### config.mk
export PLATFORM = sky130hd
export DESIGN_NAME = twc_ctrl
export DESIGN_NICKNAME = d
export VERILOG_FILES = /design/src/hdl/twc_pkg.sv /design/src/hdl/twc_ctrl.sv
export SDC_FILE = /design/constraint.sdc
export NUM_CORES = 1
export LEC_CHECK = 0
export ABC_CLOCK_PERIOD_IN_PS = 2500
export BUFFER_PORTS_ARGS = -buffer_cell sky130_fd_sc_hd__buf_2
export CORE_AREA = 3 3 40 42
export CTS_CLUSTER_SIZE = 10
export DETAILED_ROUTE_END_ITERATION = 16
export DIE_AREA = 0 0 43 45
export HOLD_SLACK_MARGIN = 0.05
export PLACE_DENSITY = 0.45
export SLEW_MARGIN = 0
export SYNTH_ARGS = -nofsm -noshare
export SYNTH_HDL_FRONTEND = slang
export SYNTH_SLANG_ARGS = --single-unit
### constraint.sdc
create_clock -name clk_i -period 2.5 [get_ports clk_i]
set_input_delay 0.25 -clock clk_i [delete_from_list [all_inputs] [get_ports clk_i]]
set_output_delay 0.25 -clock clk_i [all_outputs]
set_load 0.05 [all_outputs]
### src/hdl/twc_pkg.sv
// shared types and constants of the two-way write-through cache
package twc_pkg;

  localparam int unsigned AddrW   = 32;
  localparam int unsigned DataW   = 32;
  localparam int unsigned ActW    = 2;
  localparam int unsigned CfgW    = 13;
  localparam int unsigned InTdataW  = 72;
  localparam int unsigned OutTdataW = 104;
  localparam logic [CfgW-1:0] MemWordsReset = 13'd4096;

  localparam logic [ActW-1:0] ActRead    = 2'd0;
  localparam logic [ActW-1:0] ActWrite   = 2'd1;
  localparam logic [ActW-1:0] ActPreload = 2'd2;

  typedef enum logic [2:0] {
    StIdle,
    StLook,
    StFill,
    StAccess,
    StRdWait,
    StDone
  } ctrl_state_e;

  typedef struct packed {
    logic latch;
    logic look;
    logic fill;
    logic access;
    logic capture;
    logic load_out;
  } twc_cmd_t;

  typedef struct packed {
    logic [ActW-1:0] action;
    logic            hit;
    logic            fill_err;
    logic            fill_done;
  } twc_status_t;

endpackage

### src/hdl/twc_ctrl.sv
// controller state machine of the two-way write-through cache
module twc_ctrl import twc_pkg::*; (
  input  logic        clk_i,
  input  logic        rst_ni,
  input  logic        in_valid_i,
  output logic        in_ready_o,
  output logic        out_valid_o,
  input  logic        out_ready_i,
  input  twc_status_t status_i,
  output twc_cmd_t    cmd_o
);

  ctrl_state_e state_q, state_d;
  logic        out_valid_q, out_valid_d;

  always_ff @(posedge clk_i or negedge rst_ni) begin
    if (!rst_ni) begin
      state_q     <= StIdle;
      out_valid_q <= 1'b0;
    end else begin
      state_q     <= state_d;
      out_valid_q <= out_valid_d;
    end
  end

  always_comb begin
    state_d     = state_q;
    cmd_o       = '0;
    in_ready_o  = 1'b0;
    out_valid_d = out_valid_q && !out_ready_i;
    case (state_q)
      StIdle: begin
        in_ready_o = 1'b1;
        if (in_valid_i) begin
          cmd_o.latch = 1'b1;
          state_d     = StLook;
        end
      end
      StLook: begin
        cmd_o.look = 1'b1;
        if (status_i.action != ActRead && status_i.action != ActWrite) begin
          state_d = StDone;
        end else if (status_i.hit) begin
          state_d = StAccess;
        end else if (status_i.fill_err) begin
          state_d = StDone;
        end else begin
          state_d = StFill;
        end
      end
      StFill: begin
        cmd_o.fill = 1'b1;
        if (status_i.fill_done) begin
          state_d = StAccess;
        end
      end
      StAccess: begin
        cmd_o.access = 1'b1;
        state_d = (status_i.action == ActRead) ? StRdWait : StDone;
      end
      StRdWait: begin
        cmd_o.capture = 1'b1;
        state_d       = StDone;
      end
      StDone: begin
        if (!out_valid_q || out_ready_i) begin
          cmd_o.load_out = 1'b1;
          out_valid_d    = 1'b1;
          state_d        = StIdle;
        end
      end
      default: state_d = StIdle;
    endcase
  end

  assign out_valid_o = out_valid_q;

  a_load_free: assert property (@(posedge clk_i) disable iff (!rst_ni)
    cmd_o.load_out |-> (!out_valid_q || out_ready_i))
    else $error("result loaded over a pending result");
  a_accept_look: assert property (@(posedge clk_i) disable iff (!rst_ni)
    (in_valid_i && in_ready_o) |=> state_q == StLook)
    else $error("accepted item not looked up");
  a_fill_miss: assert property (@(posedge clk_i) disable iff (!rst_ni)
    (state_q == StLook && state_d == StFill) |-> (!status_i.hit && !status_i.fill_err))
    else $error("fill started without a clean miss");

endmodule

Word-level counts from Yosys, hierarchy flattened
Cells that the tools add are included.
{"block": "word_totals", "ff_bits": 4, "input_bits": 9, "out_inout_bits": 8, "wordCells": 39}
{"block": "op_classes", "eq_ne": 9, "mux": 19, "reduce_logical": 9}
{"cell": "3-bit 2-to-1 mux", "n": 6}
{"cell": "3-bit case mux with 6 select lines", "n": 1}
{"cell": "1-bit 2-to-1 mux", "n": 12}
{"cell": "3-bit by 2-bit == test with 1-bit output, second input constant", "n": 2}
{"cell": "3-bit == test, second input constant", "n": 2}
{"cell": "2-bit inequality test, second input constant", "n": 3}
{"cell": "3-bit by 1-bit == test with 1-bit output, second input constant", "n": 1}
{"cell": "3-bit zero test", "n": 1}
{"cell": "3-bit AND reduction", "n": 1}
{"cell": "1-bit logical AND", "n": 2}
{"cell": "1-bit zero test", "n": 2}
{"cell": "2-bit zero test", "n": 1}
{"cell": "2-bit by 1-bit inequality test with 1-bit output, second input constant", "n": 1}
{"cell": "2-bit nonzero test", "n": 1}
{"cell": "1-bit logical OR", "n": 1}

Depth between registers and ports, before layout
Gate-level depths: netlist (run 1).
{"block": "depth", "ltp_word": 4, "depth_mapped": 4, "ltp_nobuf": 3}

Worst setup path after synthesis (run 1)
Ideal clock, no wire load.
{"block": "synth_path", "path_type": "register to output", "from": "register state_q[1]", "to": "output port cmd_o[5] (netlist name)", "arrival_ps": 1678, "t_required_ps": 2250, "setup_slack_ps": 572, "path_stages_with_launch": 5, "path_buffers": 1, "cell_sequence": "dfrtp_1 > buf_6 > or2_4 > nor2_2 > and2_1"}
{"element": "start: declaration", "line": "twc_ctrl.sv:13", "source": "ctrl_state_e state_q, state_d;"}
{"element": "start signal: assignment", "line": "twc_ctrl.sv:18", "source": "state_q <= StIdle;"}
{"element": "start signal: assignment", "line": "twc_ctrl.sv:21", "source": "state_q <= state_d;"}
{"element": "end: declaration", "line": "twc_ctrl.sv:10", "source": "output twc_cmd_t cmd_o"}

==> results_dict.tcl, run 1 <==
set metrics [dict create \
    drt-pass1-iter-count 2 \
    slew_headroom 0.801 \
    setup-violations-final 0 \
    slowest_delay_ns 0.47 \
    first_global_vias 292 \
    netlist_instances 31 \
    yosys_warnings 0 \
    yosysTopAreaCell "dfrtp_1" \
    coreArea_um2 1280 \
    cellPowerDensity_nw_per_um2 1610 \
    fin_ws_ns 0.776 \
    vias 286 \
    grt_pass1_wl_mm 1.15 \
    cts_sinks 4 \
    clockBufferDepth 2 \
    finalHoldViolCount 0 \
    max_freq_mhz 580 \
    start_kind "flip-flop" \
    timing_worst_slew_pin_value_ns 0.295 \
    fp.dieW_um 43 \
    syn-cell-area_um2 275 \
    placed_area_um2 363 \
    fin_crit_sh 0.690 \
    drt-initial-drc-count 3 \
    vias_per_cell 4.40 \
    hold-worst-slack_ns 0.340 \
    min_path_type "in -> reg" \
    drv_cap 0 \
    cts-root-buf "clkbuf_4" \
    worstSkewPairLatency_ns 0.23 \
    ys_types 22 \
    crit_arrival_ns 1.47 \
    slew_violations 0 \
    cts_htree_levels 1 \
    start_util 0.214 \
    synth_top_area_share 0.364 \
    final_core_util 0.308 \
    rsz0062_at_grt "no" \
    fin_crit_ns 1.72 \
    p_leak_nw 0.213 \
    crit_path_end_kind "primary output" \
    synthTopCellsByArea "dfrtp_1, nor2b_1, nor3b_2, buf_6, nor2_1" \
    design.die.area_um2 1940 \
    finalSetupTns_ns 0 \
    cts_buffers 3 \
    ir_drop_mv 0.529 \
    rows 13 \
    cp_slowest_cell "dfrtp_1" \
    grt_max_degree 11 \
    synth_edf_count 0 \
    drc 0 \
    synth-async-reset-ratio 1.00 \
    grt_usage 0.0852 \
    worst-setup-path-type "reg -> out" \
    drt-total-wl_um 685 \
    cts.hold.buffers_added 1 \
    required_ns 2.25 \
    ys_seq_area_frac 0.364 \
    synth_common_cells "dfrtp_1, nor2b_1, nor2_1" \
    place_congestion 0.625 \
    nNetsFinal 61 \
    critical_path.cell_chain "or2_4 > nor2_2 > and2_1 > buf_2" \
    n_antenna_cell 0 \
    synth.avg_cell_area_um2 8.88 \
    io_pins 17 \
    antenna_found_initial 0 \
    cp_max_fo 10 \
    clkTransAtPathRegs_ns 0.04 \
    status "complete, no violations" \
    detail_route.wl_per_cell_um 10.5 \
    syn_nets 40 \
    synth_flop_cell "dfrtp_1" \
    cts_resized 0 \
    overflow 0 \
    die_h_um 45 \
    synth.ff_latch_count 4 \
    cts_tree "built" \
    port_buffers 16 \
    ant_nets 0 \
    cts_setup_buffers 0 \
    skew_ns 0.00784 \
    area_delta_synth_final_pct 43.6 \
    fin_area_um2 395 \
    post-place-ws_ns 1.01 \
    drive_above_1_share 0.460 \
]
[report_power, final]
part / internal, mW / switching, mW / leakage, nW
registers: 0.0957 / 0.0592 / 0.0501
logic: 0.125 / 0.276 / 0.149
clock network: 0.0536 / 0.0253 / 0.0138
[per-stage QoR]
stage | cells | total power [mW]
global placement | 61 | 0.560
global route | 65 | 0.677
CTS | 65 | 0.647
detailed placement | 61 | 0.561
finish | 65 | 0.635
floorplan | 31 | 0.484
[layout make-up]
type	count	area, um^2
clock buffer	3	22.5
fill	142	890
inverter	1	3.75
multi-input combinational	25	160
sequential	4	100
tap	15	18.8
timing repair buffer	17	90.1
[state kept, by name, indices dropped and copies added (netlist names)]
signal / cells
out_valid_o: 1
state_q: 3
[cell families (layout without fill, tap and decap cells)]
| family | Yosys count | count (layout) | share of synthesized area |
|---|---|---|---|
| buf+inv | 2 | 21 | 0.0545 |
| simple gates | 18 | 18 | 0.400 |
| compound gates | 7 | 7 | 0.182 |
| flops | 4 | 4 | 0.364 |
[final timing paths]
kind	startpoint	endpoint	slack, ns	depth (start not counted)
worst max-delay path	state_q[1]$_DFFE_PN0P_	cmd_o[5]	0.78	4
worst min-delay path	out_ready_i	out_valid_o$_DFF_PN0_	0.34	3
worst max register to register	state_q[1]$_DFFE_PN0P_	state_q[0]$_DFFE_PN0P_	1.39	3
worst min register to register	out_valid_o$_DFF_PN0_	out_valid_o$_DFF_PN0_	0.54	2
max in group asynchronous	rst_ni	state_q[2]$_DFFE_PN0P_	2.03	2
min in group asynchronous	rst_ni	out_valid_o$_DFF_PN0_	0.35	2
[worst max-delay path, delay by kind of cell, from the launching register on]
family	cells	cell delay, ns
simple gates	3	0.52
buf+inv	1	0.25
flops	1	0.47
[cell usage in the layout, fill, tap and decap left out, types with 2 or more instances in the layout]
cell,synthesis,routed
buf_2,0,16
nor2b_1,4,4
dfrtp_1,4,4
nor2_1,3,3
clkbuf_4,0,3
nand2_1,2,2
[routing by layer]
metal  vias up  part of all wire  track usage  wire length, um
met5         -                 0            0                0
met4         0                 0       0.0904                0
met3         0             0.074       0.0159               51
met2        10              0.52        0.138              355
met1       129              0.40       0.0900              277
li1        147                 -            -                -
Power figures use the tool's default switching activity.
==> run 2: changes to the inputs <==
--- a/config.mk
+++ b/config.mk
@@ -5,14 +5,15 @@
 export SDC_FILE = /design/constraint.sdc
 export NUM_CORES = 1
 export LEC_CHECK = 0
-export ABC_CLOCK_PERIOD_IN_PS = 2500
+export ABC_AREA = 1
+export ABC_CLOCK_PERIOD_IN_PS = 1500
 export BUFFER_PORTS_ARGS = -buffer_cell sky130_fd_sc_hd__buf_2
 export CORE_AREA = 3 3 40 42
 export CTS_CLUSTER_SIZE = 10
 export DETAILED_ROUTE_END_ITERATION = 16
 export DIE_AREA = 0 0 43 45
 export HOLD_SLACK_MARGIN = 0.05
-export PLACE_DENSITY = 0.45
+export PLACE_DENSITY = 0.49
 export SLEW_MARGIN = 0
 export SYNTH_ARGS = -nofsm -noshare
 export SYNTH_HDL_FRONTEND = slang
==> constraint.sdc (replaced) <==
create_clock -name clk_i -period 1.5 [get_ports clk_i]
set_input_delay 0.15 -clock clk_i [delete_from_list [all_inputs] [get_ports clk_i]]
set_output_delay 0.15 -clock clk_i [all_outputs]
set_load 0.05 [all_outputs]
==> run 2 against run 1 <==
  * Count of clock-buffer cells in the layout stayed put
  * Die area did not move
  * Register-to-register slack worse by 0.96 ns
  * Critical path depth is 2 higher
  * Worst setup slack worse by 0.65 ns
  * Non-clock buffer count is 2 higher
  * Synthesized cell count increased by 55%
  * Cell area grew 16%
  * Largest cell class unchanged
==> results_dict.tcl, run 2 <==
set metrics [dict create \
    status "complete, no violations" \
    detail_route.wl_per_cell_um 8.27 \
    skew_ns 0.00167 \
    ys_seq_area_frac 0.320 \
    final_cell_mix "buf_2, nand2_1, inv_1" \
    syn_nets 57 \
    rsz0062_at_grt "no" \
    clockBufferDepth 2 \
    setup-violations-final 0 \
    vias 347 \
    critical_path.cell_chain "inv_2 > nand2_2 > inv_2 > nand2_1 > inv_1 > buf_2" \
    regMostFlops "state_q" \
    placed_area_um2 404 \
    ys_types 17 \
    whs_endpoint "out_valid_o$_DFF_PN0_" \
    cp_max_fo 5 \
    synthTopCellsByArea "dfrtp_1, nand2_1, inv_1, nand3_1, o21ai_0" \
    drive_above_1_share 0.435 \
    nNetsFinal 80 \
    start_util 0.243 \
    netlist_instances 48 \
    finalHoldViolCount 0 \
    finalSetupTns_ns 0 \
    coreArea_um2 1280 \
    r2r_setup_slack_ns 0.43 \
    slew_violations 0 \
    yosysTopAreaCell "dfrtp_1" \
    synth_flop_cell "dfrtp_1" \
    cp_slowest_cell "dfrtp_1" \
    fin_crit_sh 0.918 \
    fin_area_um2 459 \
    cts_sinks 4 \
    worstSkewPairLatency_ns 0.23 \
    io_pins 17 \
    place_congestion 0.678 \
    antenna_found_initial 0 \
    design.die.area_um2 1940 \
    ant_nets 0 \
    max_freq_mhz 726 \
    timing_worst_slew_pin_value_ns 0.238 \
    drt-total-wl_um 695 \
    place_hpwl_um 601 \
    area_delta_synth_final_pct 46.8 \
    ir_drop_mv 0.739 \
    cts-root-buf "clkbuf_4" \
    drc 0 \
    required_ns 1.35 \
    syn-cell-area_um2 313 \
    min_path_type "in -> reg" \
    cellPowerDensity_nw_per_um2 2490 \
    vias_per_cell 4.13 \
    synth.ff_latch_count 4 \
    crit_arrival_ns 1.23 \
    path_common_cell "inv_2" \
    cts_htree_levels 1 \
    r2r_end "state_q[0]$_DFFE_PN0P_" \
    largest_reg_flops 3 \
    die_h_um 45 \
    grt_pass1_wl_mm 1.23 \
    synth_top_area_share 0.320 \
    n_antenna_cell 0 \
    synth-async-reset-ratio 1.00 \
    synth.avg_cell_area_um2 6.52 \
    min_from "out_ready_i" \
    mostFrequentLayoutCell "buf_2" \
    ff2ff_path_depth 6 \
    drt-pass1-iter-count 3 \
    worst-setup-path-type "reg -> out" \
    grt_max_degree 9 \
    cts_buffers 3 \
    drv_cap 0 \
    hold_path_depth 4 \
    port_buffers 16 \
    fin_crit_ns 1.38 \
    overflow 0 \
    yosys_warnings 0 \
    synth_edf_count 0 \
    slew_headroom 0.840 \
    p_leak_nw 0.288 \
    rows 13 \
    rr_startpoint "state_q[1]$_DFFE_PN0P_" \
    slowest_delay_ns 0.40 \
    drt-initial-drc-count 4 \
    n_fill_cell 138 \
    fp.dieW_um 43 \
    crit_path_end_kind "primary output" \
    synth_common_cells "nand2_1, inv_1, nand3_1" \
    first_global_vias 316 \
    cts_tree "built" \
    grt_usage 0.0828 \
    synth.most_common_cell "nand2_1" \
    start_kind "flip-flop" \
    clkTransAtPathRegs_ns 0.03 \
]
[run 2: changes by cell type after synthesis, moves of 4 or more]
cell	previous run	this run
nand2_1	2	10
o21ai_0	0	4
nand3_1	0	5
inv_1	0	9
nor2b_1	4	0
[run 2: cells by family (layout without fill, tap and decap cells)]
| group | count (synthesis) | count (layout) | synth area share |
|---|---|---|---|
| AND/OR/NAND/NOR | 24 | 24 | 0.376 |
| buffers and inverters | 14 | 35 | 0.200 |
| AO/OA/AOI/OAI | 6 | 6 | 0.104 |
| flip-flops | 4 | 4 | 0.320 |
[run 2: metal layers]
metal  global-route usage  vias to the layer above  part of all wire
li1                     -                      187                 -
met1                0.105                      154              0.45
met2                0.132                        6              0.50
met3               0.0120                        0             0.047
met4               0.0542                        0                 0
met5                    0                        -                 0
[run 2: worst max-delay path by stage]
stage	from	endpoint	slack (ns)	cells after the start
floorplan	state_q[1]$_DFFE_PN0P_	cmd_o[5]	0.01	4
global placement	state_q[1]$_DFFE_PN0P_	cmd_o[5]	0.28	4
detailed placement	state_q[1]$_DFFE_PN0P_	cmd_o[5]	0.25	4
CTS	state_q[1]$_DFFE_PN0P_	cmd_o[1]	0.03	4
global route	state_q[1]$_DFFE_PN0P_	cmd_o[5]	0.02	4
finish	state_q[2]$_DFFE_PN0P_	cmd_o[2]	0.12	6
[run 2: power by group]
group / leakage, nW / internal (mW) / switching (mW) / total, mW
sequential: 0.0487 / 0.163 / 0.0706 / 0.234
clock: 0.0138 / 0.0891 / 0.0380 / 0.127
combinational: 0.226 / 0.220 / 0.562 / 0.782
[run 2: stage by stage]
stage	setup WS (ns)	utilization	std cells	hold WS (ns)	total power [mW]
after global routing	0.0239	0.357	84	0.270	1.25
after global placement	0.279	0.315	78	-0.0402	0.972
after floorplan	0.0136	-	48	-0.146	0.844
final	0.123	0.357	84	0.239	1.14
after CTS	0.0267	0.342	82	0.232	1.12
after detailed placement	0.247	0.315	78	-0.0422	0.976
[run 2: critical path: cells and delay by family (launching register included)]
kind / cells / cell delay [ns]
buffers and inverters: 4 / 0.46
flip-flops: 1 / 0.40
AND/OR/NAND/NOR: 2 / 0.13
[run 2: repair_timing]
| action | CTS | global route |
|---|---|---|
| setup endpoints to repair | 1 | 5 |
| endpoints found under the hold margin | 4 | 0 |
| gates resized for setup | 1 | 2 |
| setup buffers | 0 | 2 |
| hold buffers | 1 | 0 |
[run 2: final cells by class]
class | count | area [um^2] | share of cell area
Tap cell | 15 | 18.8 | 0.0409
Multi-Input combinational cell | 30 | 154 | 0.335
Sequential cell | 4 | 101 | 0.221
Clock buffer | 3 | 22.5 | 0.0490
Timing Repair Buffer | 19 | 111 | 0.243
Inverter | 13 | 51.3 | 0.112
==> run 3: changes to the inputs <==
==> constraint.sdc (replaced) <==
create_clock -name clk_i -period 1.5 [get_ports clk_i]
set_input_delay 0.15 -clock clk_i [delete_from_list [all_inputs] [get_ports clk_i]]
set_output_delay 0.15 -clock clk_i [all_outputs]
set_load 0.005 [all_outputs]
==> run 3 against run 2 <==
  * Combinational power shrank 49%
  * Hold slack got worse by 0.019 ns
  * Routed wire length shrank 6.5%
  * Count of clock-buffer cells in the layout stayed put
  * Critical path depth is 2 lower
  * Sequential share of layout area increased by 1.1 points
  * Global-route usage down 0.26 points
  * Register-to-register slack worse by 0.04 ns
  * Largest power group unchanged
==> results_dict.tcl, run 3 (synthesis gave the netlist of run 2 again) <==
set metrics [dict create \
    first_global_vias 309 \
    r2r_setup_slack_ns 0.39 \
    pwr-share-clk 0.165 \
    drt-initial-drc-count 0 \
    die_h_um 45 \
    rr_startpoint "state_q[1]$_DFFE_PN0P_" \
    fin_ws_ns 0.176 \
    skew_ns 0.00303 \
    area_delta_synth_final_pct 38.4 \
    power_frac_seq 0.311 \
    mostFrequentLayoutCell "buf_2" \
    critPathLaunch "state_q[1]$_DFFE_PN0P_" \
    placed_cells_incl_taps 78 \
    power_uw 769 \
    seq_area_um2 100 \
    place_congestion 0.683 \
    n_antenna_cell 0 \
    drc 0 \
    hold-worst-slack_ns 0.221 \
    regMostFlops "state_q" \
    r2r_end "state_q[0]$_DFFE_PN0P_" \
    ir_drop_mv 0.641 \
    status "complete, no violations" \
    grt_pass1_wl_mm 1.15 \
    fin_area_um2 433 \
    place_hpwl_um 583 \
    cts_tree "built" \
    n_fill_cell 150 \
    cts-root-buf "clkbuf_4" \
    port_buffers 16 \
    slew_violations 0 \
    required_ns 1.35 \
    setup-violations-final 0 \
    finalSetupTns_ns 0 \
    cellPowerDensity_nw_per_um2 1780 \
    ff2ff_path_depth 6 \
    combPwrFrac 0.524 \
    timing_worst_slew_pin_value_ns 0.334 \
    p_int_uw 426 \
    swShare 0.446 \
    overflow 0 \
    worst-setup-path-type "reg -> out" \
    placed_area_um2 400 \
    detail_route.wl_per_cell_um 7.93 \
    io_pins 17 \
    crit_end "cmd_o[5]" \
    final_core_util 0.337 \
    antenna_found_initial 0 \
    slew_headroom 0.777 \
    crit_path_end_kind "primary output" \
    fin_crit_ns 1.32 \
    drive_above_1_share 0.388 \
    grt_usage 0.0801 \
    rows 13 \
    post-place-ws_ns 0.367 \
    min_path_type "in -> reg" \
    slowest_delay_ns 0.48 \
    finalHoldViolCount 0 \
    crit_arrival_ns 1.17 \
    ant_nets 0 \
    drt-total-wl_um 650 \
    nNetsFinal 78 \
    clockBufferDepth 2 \
    fin_cells 82 \
    clkTransAtPathRegs_ns 0.04 \
    max_freq_mhz 756 \
    fp.dieW_um 43 \
    largest_reg_flops 3 \
    final_cell_mix "buf_2, nand2_1, inv_1" \
    worstSkewPairLatency_ns 0.23 \
    drv_cap 0 \
    grt_max_degree 9 \
    drt-pass1-iter-count 1 \
    cts_resized 0 \
    fin_crit_sh 0.882 \
    p_leak_nw 0.279 \
    vias_per_cell 3.91 \
    cts_buffers 3 \
    cts_htree_levels 1 \
    critical_path.cell_chain "nor2_2 > nand2_1 > nor2_1 > buf_2" \
    cp_slowest_cell "dfrtp_1" \
    multi_input_area_um2 150 \
    start_kind "flip-flop" \
    rsz0062_at_grt "no" \
    start_util 0.243 \
    design.die.area_um2 1940 \
    vias 321 \
    p_sw_uw 343 \
    cp_max_fo 8 \
    coreArea_um2 1280 \
    cts_sinks 4 \
]
run 3: timing repair:
action | in CTS | in global routing
hold endpoints to repair | 4 | 0
setup buffers | 0 | 0
hold buffers | 1 | 0
run 3: cell type report:
type / count / area share
timing repair buffer: 17 / 0.208
sequential: 4 / 0.231
inverter: 13 / 0.118
clock buffer: 3 / 0.0520
tap: 15 / 0.0434
multi-input combinational: 30 / 0.347
run 3: metal layers:
| metal | global-route usage | wire length, um |
|---|---|---|
| met1 | 0.0898 | 292 |
| met2 | 0.129 | 315 |
| met3 | 0.0159 | 41 |
| met4 | 0.0723 | 0 |
| met5 | 0 | 0 |
run 3: how the worst min path moves through the flow:
stage                     slack, ns               endpoint  cells past startpoint        start
after detailed placement      -0.04  out_valid_o$_DFF_PN0_                      1       rst_ni
after global routing           0.24  out_valid_o$_DFF_PN0_                      4  out_ready_i
after CTS                      0.21  out_valid_o$_DFF_PN0_                      4  out_ready_i
after floorplan               -0.15  out_valid_o$_DFF_PN0_                      0       rst_ni
after global placement        -0.04  out_valid_o$_DFF_PN0_                      1       rst_ni
final                          0.22  out_valid_o$_DFF_PN0_                      4  out_ready_i
run 3: critical path: cells and delay by family (launching register included):
kind / cells / cell delay [ns]
flops: 1 / 0.48
simple gates: 3 / 0.35
buf+inv: 1 / 0.11
run 3: power by group through the flow:
stage / Clock [mW] / Combinational, mW / Sequential, mW
floorplan: 0 / 0.326 / 0.204
global placement: 0 / 0.417 / 0.240
detailed placement: 0 / 0.414 / 0.242
CTS: 0.134 / 0.417 / 0.240
global route: 0.139 / 0.475 / 0.253
finish: 0.127 / 0.402 / 0.239
